[config.mk]
export PLATFORM = sky130hd
export DESIGN_NAME = rsm_cell
export DESIGN_NICKNAME = d
export VERILOG_FILES = /design/src/rtl/rsm_pkg.sv /design/src/rtl/rsm_cell.sv
export SDC_FILE = /design/constraint.sdc
export NUM_CORES = 1
export LEC_CHECK = 0
export BUFFER_PORTS_ARGS = -buffer_cell sky130_fd_sc_hd__buf_2
export CORE_MARGIN = 2
export CORE_UTILIZATION = 39
export DETAILED_ROUTE_END_ITERATION = 7
export PLACE_DENSITY = 0.85
export SYNTH_ARGS = -nofsm -noshare
export SYNTH_HDL_FRONTEND = slang
export SYNTH_SLANG_ARGS = --single-unit
[constraint.sdc]
create_clock -name i_clk -period 2.5 [get_ports i_clk]
set_input_delay 0 -clock i_clk [delete_from_list [all_inputs] [get_ports i_clk]]
set_output_delay 0 -clock i_clk [all_outputs]
set_load 0.05 [all_outputs]
[src/rtl/rsm_pkg.sv]
// ----------------------------------------------------------------------------
// rsm_pkg: shared types and constants for the rank/select multiset
// Store size, value width, request and status codes, and cell control.
// ----------------------------------------------------------------------------
package rsm_pkg;

    localparam int CAPACITY   = 256;
    localparam int VALUE_BITS = 32;
    localparam int CNT_W      = $clog2(CAPACITY + 1);
    localparam int REQ_W      = 2;
    localparam int RANK_W     = 9;
    localparam int STAT_W     = 2;

    // stream word layouts, lowest field first, padded to whole bytes
    localparam int IN_BITS  = REQ_W + VALUE_BITS + RANK_W;
    localparam int IN_W     = ((IN_BITS + 7) / 8) * 8;
    localparam int OUT_BITS = STAT_W + VALUE_BITS + CNT_W;
    localparam int OUT_W    = ((OUT_BITS + 7) / 8) * 8;

    typedef enum logic [REQ_W-1:0] {
        REQ_INSERT = 2'd0,
        REQ_ERASE  = 2'd1,
        REQ_QUERY  = 2'd2
    } t_req;

    typedef enum logic [STAT_W-1:0] {
        STAT_OK     = 2'd0,
        STAT_RANGE  = 2'd1,
        STAT_FULL   = 2'd2,
        STAT_ABSENT = 2'd3
    } t_status;

    typedef enum logic {
        S_IDLE,
        S_APPLY
    } t_state;

    typedef struct packed {
        logic cap;   // latch compare flags against the incoming key
        logic ins;   // shift right and drop the key in
        logic del;   // shift left over the first equal entry
    } t_cell_ctl;

endpackage

[src/rtl/rsm_cell.sv]
// ----------------------------------------------------------------------------
// rsm_cell: one slot of the sorted store
// Holds a value and a valid bit, compares against the key and moves its
// contents to or from a neighbour on insert and erase.
// ----------------------------------------------------------------------------
module rsm_cell (
    input  logic                                 i_clk,
    input  logic                                 i_rst_n,
    input  rsm_pkg::t_cell_ctl                   i_ctl,
    input  logic signed [rsm_pkg::VALUE_BITS-1:0] i_key,
    input  logic signed [rsm_pkg::VALUE_BITS-1:0] i_ins_key,
    input  logic                                 i_left_le,
    input  logic signed [rsm_pkg::VALUE_BITS-1:0] i_left_val,
    input  logic                                 i_left_vld,
    input  logic signed [rsm_pkg::VALUE_BITS-1:0] i_right_val,
    input  logic                                 i_right_vld,
    output logic signed [rsm_pkg::VALUE_BITS-1:0] o_val,
    output logic                                 o_vld,
    output logic                                 o_le,
    output logic                                 o_eq
);

    logic signed [rsm_pkg::VALUE_BITS-1:0] r_val;
    logic                                  r_vld;
    logic                                  r_le;
    logic                                  r_lt;

    always_ff @(posedge i_clk) begin
        if (!i_rst_n) begin
            r_vld <= 1'b0;
        end else if (i_ctl.ins && !r_le) begin
            r_vld <= i_left_le ? 1'b1 : i_left_vld;
        end else if (i_ctl.del && !r_lt) begin
            r_vld <= i_right_vld;
        end
    end

    always_ff @(posedge i_clk) begin
        if (i_ctl.ins && !r_le) begin
            // first slot above the key takes it, the rest move up one
            r_val <= i_left_le ? i_ins_key : i_left_val;
        end else if (i_ctl.del && !r_lt) begin
            r_val <= i_right_val;
        end
    end

    always_ff @(posedge i_clk) begin
        if (i_ctl.cap) begin
            r_le <= r_vld && (r_val <= i_key);
            r_lt <= r_vld && (r_val <  i_key);
        end
    end

    assign o_val = r_val;
    assign o_vld = r_vld;
    assign o_le  = r_le;
    assign o_eq  = r_le && !r_lt;

endmodule

Yosys cells after proc, flatten, opt, wreduce, memory -nomap -nowiden. Index checks and enable logic that the tools add are counted.

Memory bits (writable): 0. Logic and storage cells: 20. Memories kept: 0. Bits in latches: 0. Flip-flop bits (word level): 35. ROM bits: 0.

Eq/ne operators: 0. Div/mod/pow operators: 0. Bitwise gates (word level): 0. Shifts and indexed selects: 0. Order comparisons: 2. Reductions and logical operators: 8. $add $sub $neg: 0. Multiplexer cells: 6. $mul: 0.

Operator list (count): 32-bit two-way mux (3); 32-bit less-or-equal comparator (1); 32-bit < comparator (1); 1-bit logical AND (5); 1-bit two-way mux (3); 1-bit zero test (2); 2-bit nonzero test (1).

Depth between registers and ports, before layout. Gate-level depths: netlist of run 1.

Depth in word-level cells: 4. Mapped depth: 8.

Least setup slack after synthesis of run 1. Ideal clock, no wire load.

Kind: register -> register. Start: reg r_le, in the netlist o_le. End: reg r_vld, in the netlist o_vld. Cell stages (with the launch flop): 6. Setup slack: -0.139 ns. Arrival time: 2.581 ns. Library setup time: 0.058 ns. Cell sequence: edfxtp_1 -> nand2b_1 -> clkbuf_1 -> o21ai_1 -> o311a_1 -> o21a_1.

Longest elaborated chain between the ends: 3. Elaborated cells on any way between the ends: 4. Classes of those cells: mux (1); reduce/logical (3).

Ends and longest elaborated chain: start: declaration (line rsm_cell.sv:25) `logic r_le;`; start signal: assignment (line rsm_cell.sv:49) `r_le <= r_vld && (r_val <= i_key);`; 1-bit zero test (*) (line rsm_cell.sv:31) `end else if (i_ctl.ins && !r_le) begin`; 1-bit logical AND (*) (line rsm_cell.sv:31); 1-bit two-way mux / 2-bit nonzero test (equally long branches); end signal: assignment (line rsm_cell.sv:32) `r_vld <= i_left_le ? 1'b1 : i_left_vld;`; end signal: assignment (line rsm_cell.sv:34) `r_vld <= i_right_vld;`; end: declaration (line rsm_cell.sv:24) `logic r_vld;`.

Mark *: on every way between the ends. The rest lies on a longest branch, timed or not. A chain may end at the register's enable or synchronous reset.

Final worst setup path of run 1.
Start: reg r_val (netlist bit o_val[31]). End: reg r_le, in the netlist o_le (data pin).

Longest elaborated chain between the ends: 2.

Ends and longest elaborated chain: start: declaration (line rsm_cell.sv:23) `logic signed [rsm_pkg::VALUE_BITS-1:0] r_val;`; start signal: assignment (line rsm_cell.sv:41) `r_val <= i_left_le ? i_ins_key : i_left_val;`; start signal: assignment (line rsm_cell.sv:43) `r_val <= i_right_val;`; 32-bit less-or-equal comparator (line rsm_cell.sv:49); 1-bit logical AND (line rsm_cell.sv:49).

Every way passes these cells.

==> results of run 1 <==
cell usage after synthesis:
library cell,count,area share (%)
o21a_1,2,0.58
nor2_1,3,0.43
nor4_4,1,0.82
nand3_1,3,0.58
o31ai_2,1,0.48
nor3_1,1,0.19
a2bb2oi_1,1,0.34
clkbuf_1,8,1.2
nor3_2,1,0.38
inv_1,35,5.0
o211ai_2,1,0.48
nand2_1,36,5.2
a21o_1,1,0.29
o31a_2,1,0.38
edfxtp_1,34,39
a211o_1,1,0.34
o21ai_1,1,0.19
nor2b_1,2,0.48
nand4_1,8,1.9
dfxtp_1,1,0.77
nand4_4,1,0.82
o21ai_0,35,6.7
ha_1,32,15
buf_2,3,0.58
a21boi_0,3,0.86
a31o_1,1,0.34
o311a_1,2,0.77
mux2i_1,32,12
nand2b_1,2,0.48
a21oi_1,14,2.7
registers in the layout, summed over array words and instances (netlist names):
signal	cells
o_le	1
r_lt	1
o_val	32
o_vld	1
path summary, 6_finish.rpt:
path                             end  slack (ns)  depth (start not counted)
setup / recovery      o_le$_DFFE_PP_        0.47                          6
hold / removal    o_val[2]$_DFFE_PP_       0.009                          3
setup reg to reg      o_le$_DFFE_PP_        0.47                          6
hold reg to reg       r_lt$_DFFE_PP_        0.68                          2
layer usage:
metal  track usage [%]  up-vias  wire (um)
met4              7.65        0        216
met2              42.5      101       4350
met5                 0        -          0
met3              3.95       20        360
met1              23.1     1219       2990
li1                  -     1328          -
area by class of cell:
| type | count | area [sq um] |
|---|---|---|
| clock buffers | 7 | 76.3 |
| repair buffers | 189 | 1030 |
| clock inverters | 1 | 5.00 |
| fillers | 576 | 2640 |
| well taps | 77 | 96.3 |
| flip-flops and latches | 35 | 1040 |
| inverters | 35 | 131 |
| multi-input cells | 186 | 1410 |
cell families (layout without fill, tap and decap cells):
group                      after synthesis  count (layout)  synth area share [%]
AOI/OAI and AO/OA                       64              64                  14.4
muxes                                   32              32                  12.3
DFF                                     35              35                  39.9
adders and majority gates               32              32                  15.3
and+or+nand+nor                         58              58                  11.3
buffers and inverters                   46             232                  6.76
critical path, delay by kind of cell (launching register included):
family	cells	cell delay [ns]
adders and majority gates	1	0.41
and+or+nand+nor	2	0.51
AOI/OAI and AO/OA	3	0.48
DFF	1	0.39
stage by stage:
stage	util (%)	instances	hold slack, ns	setup WS [ns]	power (mW)
floorplan	-	267	0.112	0.284	1.27
global placement	55.5	508	0.204	0.544	1.50
detailed placement	55.5	508	0.210	0.472	1.53
CTS	58.9	530	0.00575	0.455	1.95
global route	58.9	530	0.0154	0.339	2.05
finish	58.9	530	0.00921	0.467	1.94
where the power goes:
part,leakage [nW],internal [mW],switching [mW]
Combinational,1.64,0.272,0.494
Sequential,0.348,0.732,0.0377
Clock,0.0422,0.196,0.204
==> qor.yml, run 1 <==
outcome: "finished with violations"
violations: "design-rule violations"
final_common_cell: "buf_2"
slew_headroom_pct: 61.4
hold_viol: 0
worstMarginPinSlew_ns: 0.578
period_share_pct: 81.3
cp_max_fo: 5
hp-class: "input pin to flip-flop"
detail-route-antenna-nets: 0
final_area_sq_mm: 0.00378
synth.distinct_cells: 30
cts_buffers: 5
r2r-start: "o_val[31]$_DFFE_PP_"
ir_worst_vdd_uv: 258
grt_start_max_net_pins: 41
cts_tree: "yes"
postSynthAreaPerCell_sq_um: 9.77
fin_crit_ns: 2.03
num_io_pins: 171
post-cts-setup-buffers: 0
max_freq_ghz: 0.492
endpoint_kind: "flip-flop"
die_w_um: 85.8
gp_congestion: 0.798
antenna_cells: 0
timing_worst_setup_path_type: "flip-flop to flip-flop"
clk_pin_slew_worst_paths_ns: 0.08
layout.nets: 620
startpoint: "o_val[31]$_DFFE_PP_"
setup_viol: 0
slowest_stage: "ha_1"
clk_path_buf_depth: 2
worstSkewPairLatency_ns: 0.28
synthCells: 267
fp.coreArea_sq_mm: 0.00642
cts_sinks: 35
port-buffer-count: 170
syn-num-nets: 435
wirelength_mm: 7.92
skew_ns: 0.0109
grt-ovfl-total: 0
rsz0062_at_grt: "no"
yosysWarnings: 0
drive_gt1_share_pct: 41.7
area_growth_pct: 45.0
min_from: "i_right_val[2]"
grtUsageTotal_pct: 21.8
dpl_cell_area_sq_mm: 0.00356
maxSlewViolCount: 0
cts_hold_buffers: 14
required_ns: 2.55
post-dp-hpwl_mm: 6.41
start_util_pct: 40.6
grt_pass1_wl_mm: 12.6
routed_via_density: 5.03
cp_slowest_stage_delay_ns: 0.41
yosysSeqAreaShare_pct: 39.9
cts_root_buf: "clkbuf_8"
row_count: 29
wl_per_cell_um: 14.9
die_y_um: 85.8
htreeDepth: 2
power_density_mw_per_mm2: 512
ys_ff_latch: 35
critPathArrivalTime_ns: 2.08
mappedNetlistArea_sq_mm: 0.00261
grt_pass1_vias: 2771
most-common-layout-cells: "buf_2, nand2_1, inv_1, o21ai_0, edfxtp_1"
crit_chain: "ha_1 > nand4_4 > nor4_4 > o311a_1 > o31ai_2 > a31o_1"
tns_ns: 0
die_area_sq_mm: 0.00736
antenna_found_initial: 0
maxCapViolations: 0
vias: 2668
cts-resized-gates: 0
start_kind: "flip-flop"
drc: 7
firstDrtPassIters: 7
cellLeakagePower_nw: 2.03
drt_iter0_drc: 101
Note: power is estimated with default switching activity, not from simulation.
==> run 2, diff against run 1 <==
Settings changed: ABC_AREA set to 1.
Clock period 2.5 ns to 1.77 ns, I/O delays scaled along.
==> run 2 against run 1 <==
  * Sequential power is 43% higher
  * Non-clock buffer count decreased by 4
  * Register-to-register slack got worse by 0.41 ns
  * Worst hold slack improved by 0.028 ns
  * Highest routed layer unchanged
  * Utilization grew 1.5 points
  * Clock-buffer cell count is 1 lower
  * Clock power up 38%
  * The flow now finishes without violations
==> qor.yml, run 2 <==
ir_worst_vdd_uv: 433
worstSkewPairLatency_ns: 0.28
cts_buffers: 5
num_io_pins: 171
critPathArrivalTime_ns: 1.76
power.clock.fraction_pct: 19.6
netlist_top_cells_area: "edfxtp_1, ha_1, a21oi_1"
slew_headroom_pct: 57.1
reg2regPathDepth: 10
firstDrtPassIters: 4
largest_reg_flops: 32
cp_slowest_stage_delay_ns: 0.44
mappedNetlistArea_sq_mm: 0.00260
r2r-start: "o_val[21]$_DFFE_PP_"
antenna_cells: 0
start_util_pct: 40.7
synth.most_common_cell: "a21oi_1"
swShare_pct: 39.1
p_switching_mw: 1.10
cts_root_buf: "clkbuf_8"
setup_viol: 0
p_int_mw: 1.72
endpoint_kind: "flip-flop"
grt_pass1_vias: 2895
synth-main-ff-cell: "edfxtp_1"
final_common_cell: "buf_2"
grt-ovfl-total: 0
grt_pass1_wl_mm: 12.6
async_reset_ff_share_pct: 0
fp.coreArea_sq_mm: 0.00639
maxSlewViolCount: 0
post-dp-hpwl_mm: 6.46
fill_cells: 579
ys_ff_latch: 35
utilization_pct: 60.4
yosysSeqAreaShare_pct: 40.0
wl_met2_mm: 4.43
period_share_pct: 96.6
gp_congestion: 0.856
startpoint: "o_val[21]$_DFFE_PP_"
vias: 2930
start_kind: "flip-flop"
antenna_found_initial: 0
critical_path_buf_inv_count: 0
wirelength_mm: 8.31
synth_edf_count: 34
grtUsageTotal_pct: 21.6
drt_iter0_drc: 86
cellLeakagePower_nw: 2.03
synth_top_area_share_pct: 39.3
drc: 0
hold_viol: 0
hp-class: "input pin to flip-flop"
postSynthAreaPerCell_sq_um: 7.83
slowest_stage: "edfxtp_1"
synth_top_cell_by_area: "edfxtp_1"
synth.distinct_cells: 21
clk_pin_slew_worst_paths_ns: 0.07
required_ns: 1.82
detail-route-antenna-nets: 0
max_freq_ghz: 0.585
most-common-layout-cells: "buf_2, a21oi_1, nand2_1"
cp_max_fo: 2
area_growth_pct: 48.4
yosys-top-cells-count: "a21oi_1, nand2_1, inv_1"
cpMostUsedCell: "nand2_1"
min_path_cells: 3
cts_tree: "yes"
path_delay_family: "simple AND/OR/NAND/NOR gates"
p_seq_share_pct: 39.0
grt_start_max_net_pins: 35
final_area_sq_mm: 0.00386
die_w_um: 85.7
yosysWarnings: 0
fin_crit_ns: 1.71
skew_ns: 0.00517
dpl_cell_area_sq_mm: 0.00358
port-buffer-count: 170
htreeDepth: 2
crit_chain: "ha_4 > nand2_1 > nor2_2 > nand4_2 > nor2_4 > nand2_1 > nand2_1 > nand2_1 > nand3_2 > nand2_1"
timing_worst_setup_path_type: "flip-flop to flip-flop"
syn-num-nets: 500
m1WireLength_mm: 3.22
top_layer: "met4"
worstMarginPinSlew_ns: 0.641
synthCells: 332
layout.nets: 680
cts_sinks: 35
routed_via_density: 4.97
worstSetupPathDepth: 10
wl_per_cell_um: 14.1
power_density_mw_per_mm2: 730
die_y_um: 85.7
drive_gt1_share_pct: 41.3
outcome: "finished clean"
row_count: 29
maxCapViolations: 0
combPwrFrac_pct: 41.4
rsz0062_at_grt: "yes"
wl_met3_um: 533
clk_path_buf_depth: 2
min_from: "i_right_val[14]"
die_area_sq_mm: 0.00734
-- run 2: cell count changes in the layout (fill, tap and decap cells not counted), moves of 6 or more --
cell / before / now
a21oi_1: 14 / 75
nor2_1: 3 / 38
o21ai_0: 35 / 2
mux2i_1: 32 / 0
nand2_1: 36 / 66
dlygate4sd3_1: 14 / 3
inv_1: 35 / 44
ha_1: 32 / 24
ha_4: 0 / 8
buf_4: 5 / 12
nand4_1: 8 / 2
-- run 2: layout make-up --
cell class / instances / area (sq um) / area share (%)
Multi-Input combinational cell: 240 / 1500 / 38.9
Timing Repair Buffer: 185 / 971 / 25.2
Clock buffer: 6 / 72.6 / 1.88
Clock inverter: 2 / 7.51 / 0.195
Inverter: 45 / 169 / 4.38
Tap cell: 77 / 96.3 / 2.50
Sequential cell: 35 / 1040 / 27.0
-- run 2: what timing repair did --
action | CTS | global route
buffers inserted | 0 | 4
endpoints found under the hold margin | 3 | 0
pin swaps | 1 | 5
cloned | 0 | 1
hold buffers | 3 | 0
gates resized for setup | 0 | 18
setup endpoints to repair | 1 | 35
-- run 2: layer usage --
metal	global-route usage (%)	vias to the layer above
li1	-	1468
met1	24.2	1324
met2	40.6	128
met3	3.85	10
met4	7.79	0
met5	0	-
-- run 2: worst min-delay path, delay by kind of cell --
kind / cells / cell delay [ns]
AO/OA/AOI/OAI: 1 / 0.10
buffers and inverters: 1 / 0.07
AND/OR/NAND/NOR: 1 / 0.03
-- run 2: power groups by stage --
stage / Sequential, mW / Clock (mW) / Combinational (mW)
after floorplan: 1.41 / 0 / 0.415
after global placement: 1.10 / 0 / 1.05
after detailed placement: 1.11 / 0 / 1.08
after CTS: 1.09 / 0.557 / 1.09
after global routing: 1.11 / 0.588 / 1.27
final: 1.10 / 0.552 / 1.17
-- run 2: final timing paths --
kind                            slack (ns)             endpoint
worst min-delay path                  0.04  o_val[14]$_DFFE_PP_
worst min register to register        0.61   o_vld$_SDFFE_PN0P_
worst max register to register        0.06       o_le$_DFFE_PP_
worst max-delay path                  0.06       o_le$_DFFE_PP_
-- run 2: cell families after synthesis --
| group | Yosys count | synth area share [%] |
|---|---|---|
| simple gates | 120 | 18.8 |
| flops | 35 | 40.0 |
| compound gates | 87 | 17.1 |
| buf+inv | 58 | 8.71 |
| fa+ha+maj | 32 | 15.4 |
-- run 2: stage by stage --
stage / TNS [ns] / std cells / worst slack (ns) / power (mW) / hold WS [ns]
4_1_cts: 0 / 585 / 0.0116 / 2.74 / 0.0296
2_1_floorplan: -0.182 / 332 / -0.0951 / 1.82 / 0.112
6_report: 0 / 590 / 0.0601 / 2.82 / 0.0377
3_5_place_dp: 0 / 574 / 0.0111 / 2.19 / 0.243
5_1_grt: -0.126 / 590 / -0.0689 / 2.97 / 0.0530
3_3_place_gp: 0 / 574 / 0.0664 / 2.15 / 0.231
==> run 3, diff against run 2 <==
Settings changed: CORE_MARGIN 2 to unset, HOLD_SLACK_MARGIN set to 0.12.
==> run 3 against run 2 <==
  * The flow now finishes with violations (negative setup slack)
  * Non-clock buffer count increased by 93
  * Sequential power about the same
  * Wire length increased by 36%
  * Clock-buffer cell count increased by 2
  * Register-to-register slack got worse by 0.098 ns
  * First-iteration DRC count increased by 120%
  * Die area decreased by 4.6%
  * Clock power increased by 18%
  * Critical path depth unchanged
  * Cell count increased by 16%
  * Final area increased by 23%
  * Utilization increased by 14 points
  * Critical path type unchanged
  * Highest routed layer unchanged
==> qor.yml, run 3 (synthesized netlist as in run 2, its figures left out) <==
gp_congestion: 0.812
vias: 3575
critical_path_buf_inv_count: 0
crit_chain: "ha_4 > nand4_1 > nor3_4 > nand2_1 > nand2_1 > nand2_2 > nand2_2 > nand2_2 > nand3_2 > nand2_1"
cts_root_buf: "clkbuf_8"
area_growth_pct: 82.6
start_kind: "flip-flop"
cts_buffers: 5
maxSlewViolCount: 0
utilization_pct: 74.3
fin_crit_ns: 1.81
cellLeakagePower_nw: 2.43
port-buffer-count: 170
ir_worst_vdd_uv: 580
clk_pin_slew_worst_paths_ns: 0.08
post-dp-hpwl_mm: 6.16
num_io_pins: 171
period_share_pct: 102
detail-route-antenna-nets: 0
die_y_um: 83.7
timing_worst_setup_path_type: "flip-flop to flip-flop"
firstDrtPassIters: 5
drt_iter0_drc: 190
dpl_cell_area_sq_mm: 0.00358
violations: "negative setup slack"
most-common-layout-cells: "buf_2, dlygate4sd3_1, a21oi_1"
slew_headroom_pct: 34.5
clk_path_buf_depth: 2
post-place-cells: 574
hp-class: "input pin to flip-flop"
final_common_cell: "buf_2"
slowest_stage: "edfxtp_1"
final_area_sq_mm: 0.00475
die_area_sq_mm: 0.00700
setup_viol: 2
skew_ns: 0.00751
final_cells: 685
cts_tree: "yes"
routed_via_density: 5.22
die_w_um: 83.7
drive_gt1_share_pct: 34.0
rsz0062_at_grt: "yes"
drc: 0
grt-ovfl-total: 0
fill_cells: 456
row_count: 29
grt_pass1_vias: 4032
critPathArrivalTime_ns: 1.86
start_util_pct: 40.7
wl_per_cell_um: 16.5
cts_sinks: 35
htreeDepth: 2
grtUsageTotal_pct: 31.7
largest_reg_flops: 32
p_total_mw: 3.08
endpoint_kind: "flip-flop"
fp.coreArea_sq_mm: 0.00639
maxCapViolations: 0
outcome: "finished with violations"
worstMarginPinSlew_ns: 0.982
worstSkewPairLatency_ns: 0.28
cp_slowest_stage_delay_ns: 0.44
antenna_found_initial: 1
cp_max_fo: 2
hold_viol: 0
required_ns: 1.82
power_density_mw_per_mm2: 648
final.setup.worst_slack_ns: -0.0375
path_delay_family: "simple AND/OR/NAND/NOR gates"
max_freq_ghz: 0.553
wirelength_mm: 11.3
grt_pass1_wl_mm: 17.5
layout.nets: 773
grt_start_max_net_pins: 35
run 3: timing repair:
| item | CTS | global route |
|---|---|---|
| hold buffers | 96 | 2 |
| buffers inserted | 0 | 2 |
| gates resized for setup | 1 | 8 |
| cloned | 0 | 1 |
| endpoints found under the setup margin | 2 | 35 |
| hold endpoints to repair | 35 | 1 |
| pin swaps | 1 | 6 |
run 3: layout make-up:
| type | instances | area (sq um) | share of cell area (%) |
|---|---|---|---|
| Clock buffer | 8 | 100 | 2.11 |
| Antenna cell | 2 | 5.00 | 0.105 |
| Timing Repair Buffer | 278 | 1910 | 40.2 |
| Tap cell | 77 | 96.3 | 2.03 |
| Sequential cell | 35 | 1040 | 21.9 |
| Multi-Input combinational cell | 240 | 1430 | 30.1 |
| Inverter | 45 | 169 | 3.56 |
run 3: tightest hold or removal path: stages:
cell and delay (ns):
buf_2 0.08, a21oi_1 0.06, a21oi_1 0.15
run 3: per-stage QoR:
step / hold WS, ns / setup WS [ns] / TNS [ns]
floorplan: 0.112 / -0.0951 / -0.182
finish: 0.139 / -0.0375 / -0.0643
CTS: 0.123 / 0.00107 / 0
detailed placement: 0.226 / -0.0117 / -0.0117
global route: 0.130 / -0.129 / -0.367
global placement: 0.230 / 0.0252 / 0
run 3: metal layers:
metal	global-route usage, %	wire length, um	up-vias
li1	-	-	1654
met1	32.5	3890	1603
met2	57.5	5800	248
met3	6.43	883	70
met4	22.0	710	0
met5	0	0	-
run 3: power by group:
part	switching (mW)	internal, mW	leakage [nW]
combinational	0.805	0.522	2.03
sequential	0.0606	1.04	0.340
clock	0.297	0.356	0.0515
total	1.16	1.91	2.43
run 3: path summary, 6_finish.rpt:
path	start	to	slack, ns	cells after the start
max	o_val[10]$_DFFE_PP_	o_le$_DFFE_PP_	-0.04	10
min	i_left_val[10]	o_val[10]$_DFFE_PP_	0.14	3
max reg2reg	o_val[10]$_DFFE_PP_	o_le$_DFFE_PP_	-0.04	10
min reg2reg	o_vld$_SDFFE_PN0P_	r_lt$_DFFE_PP_	0.63	2
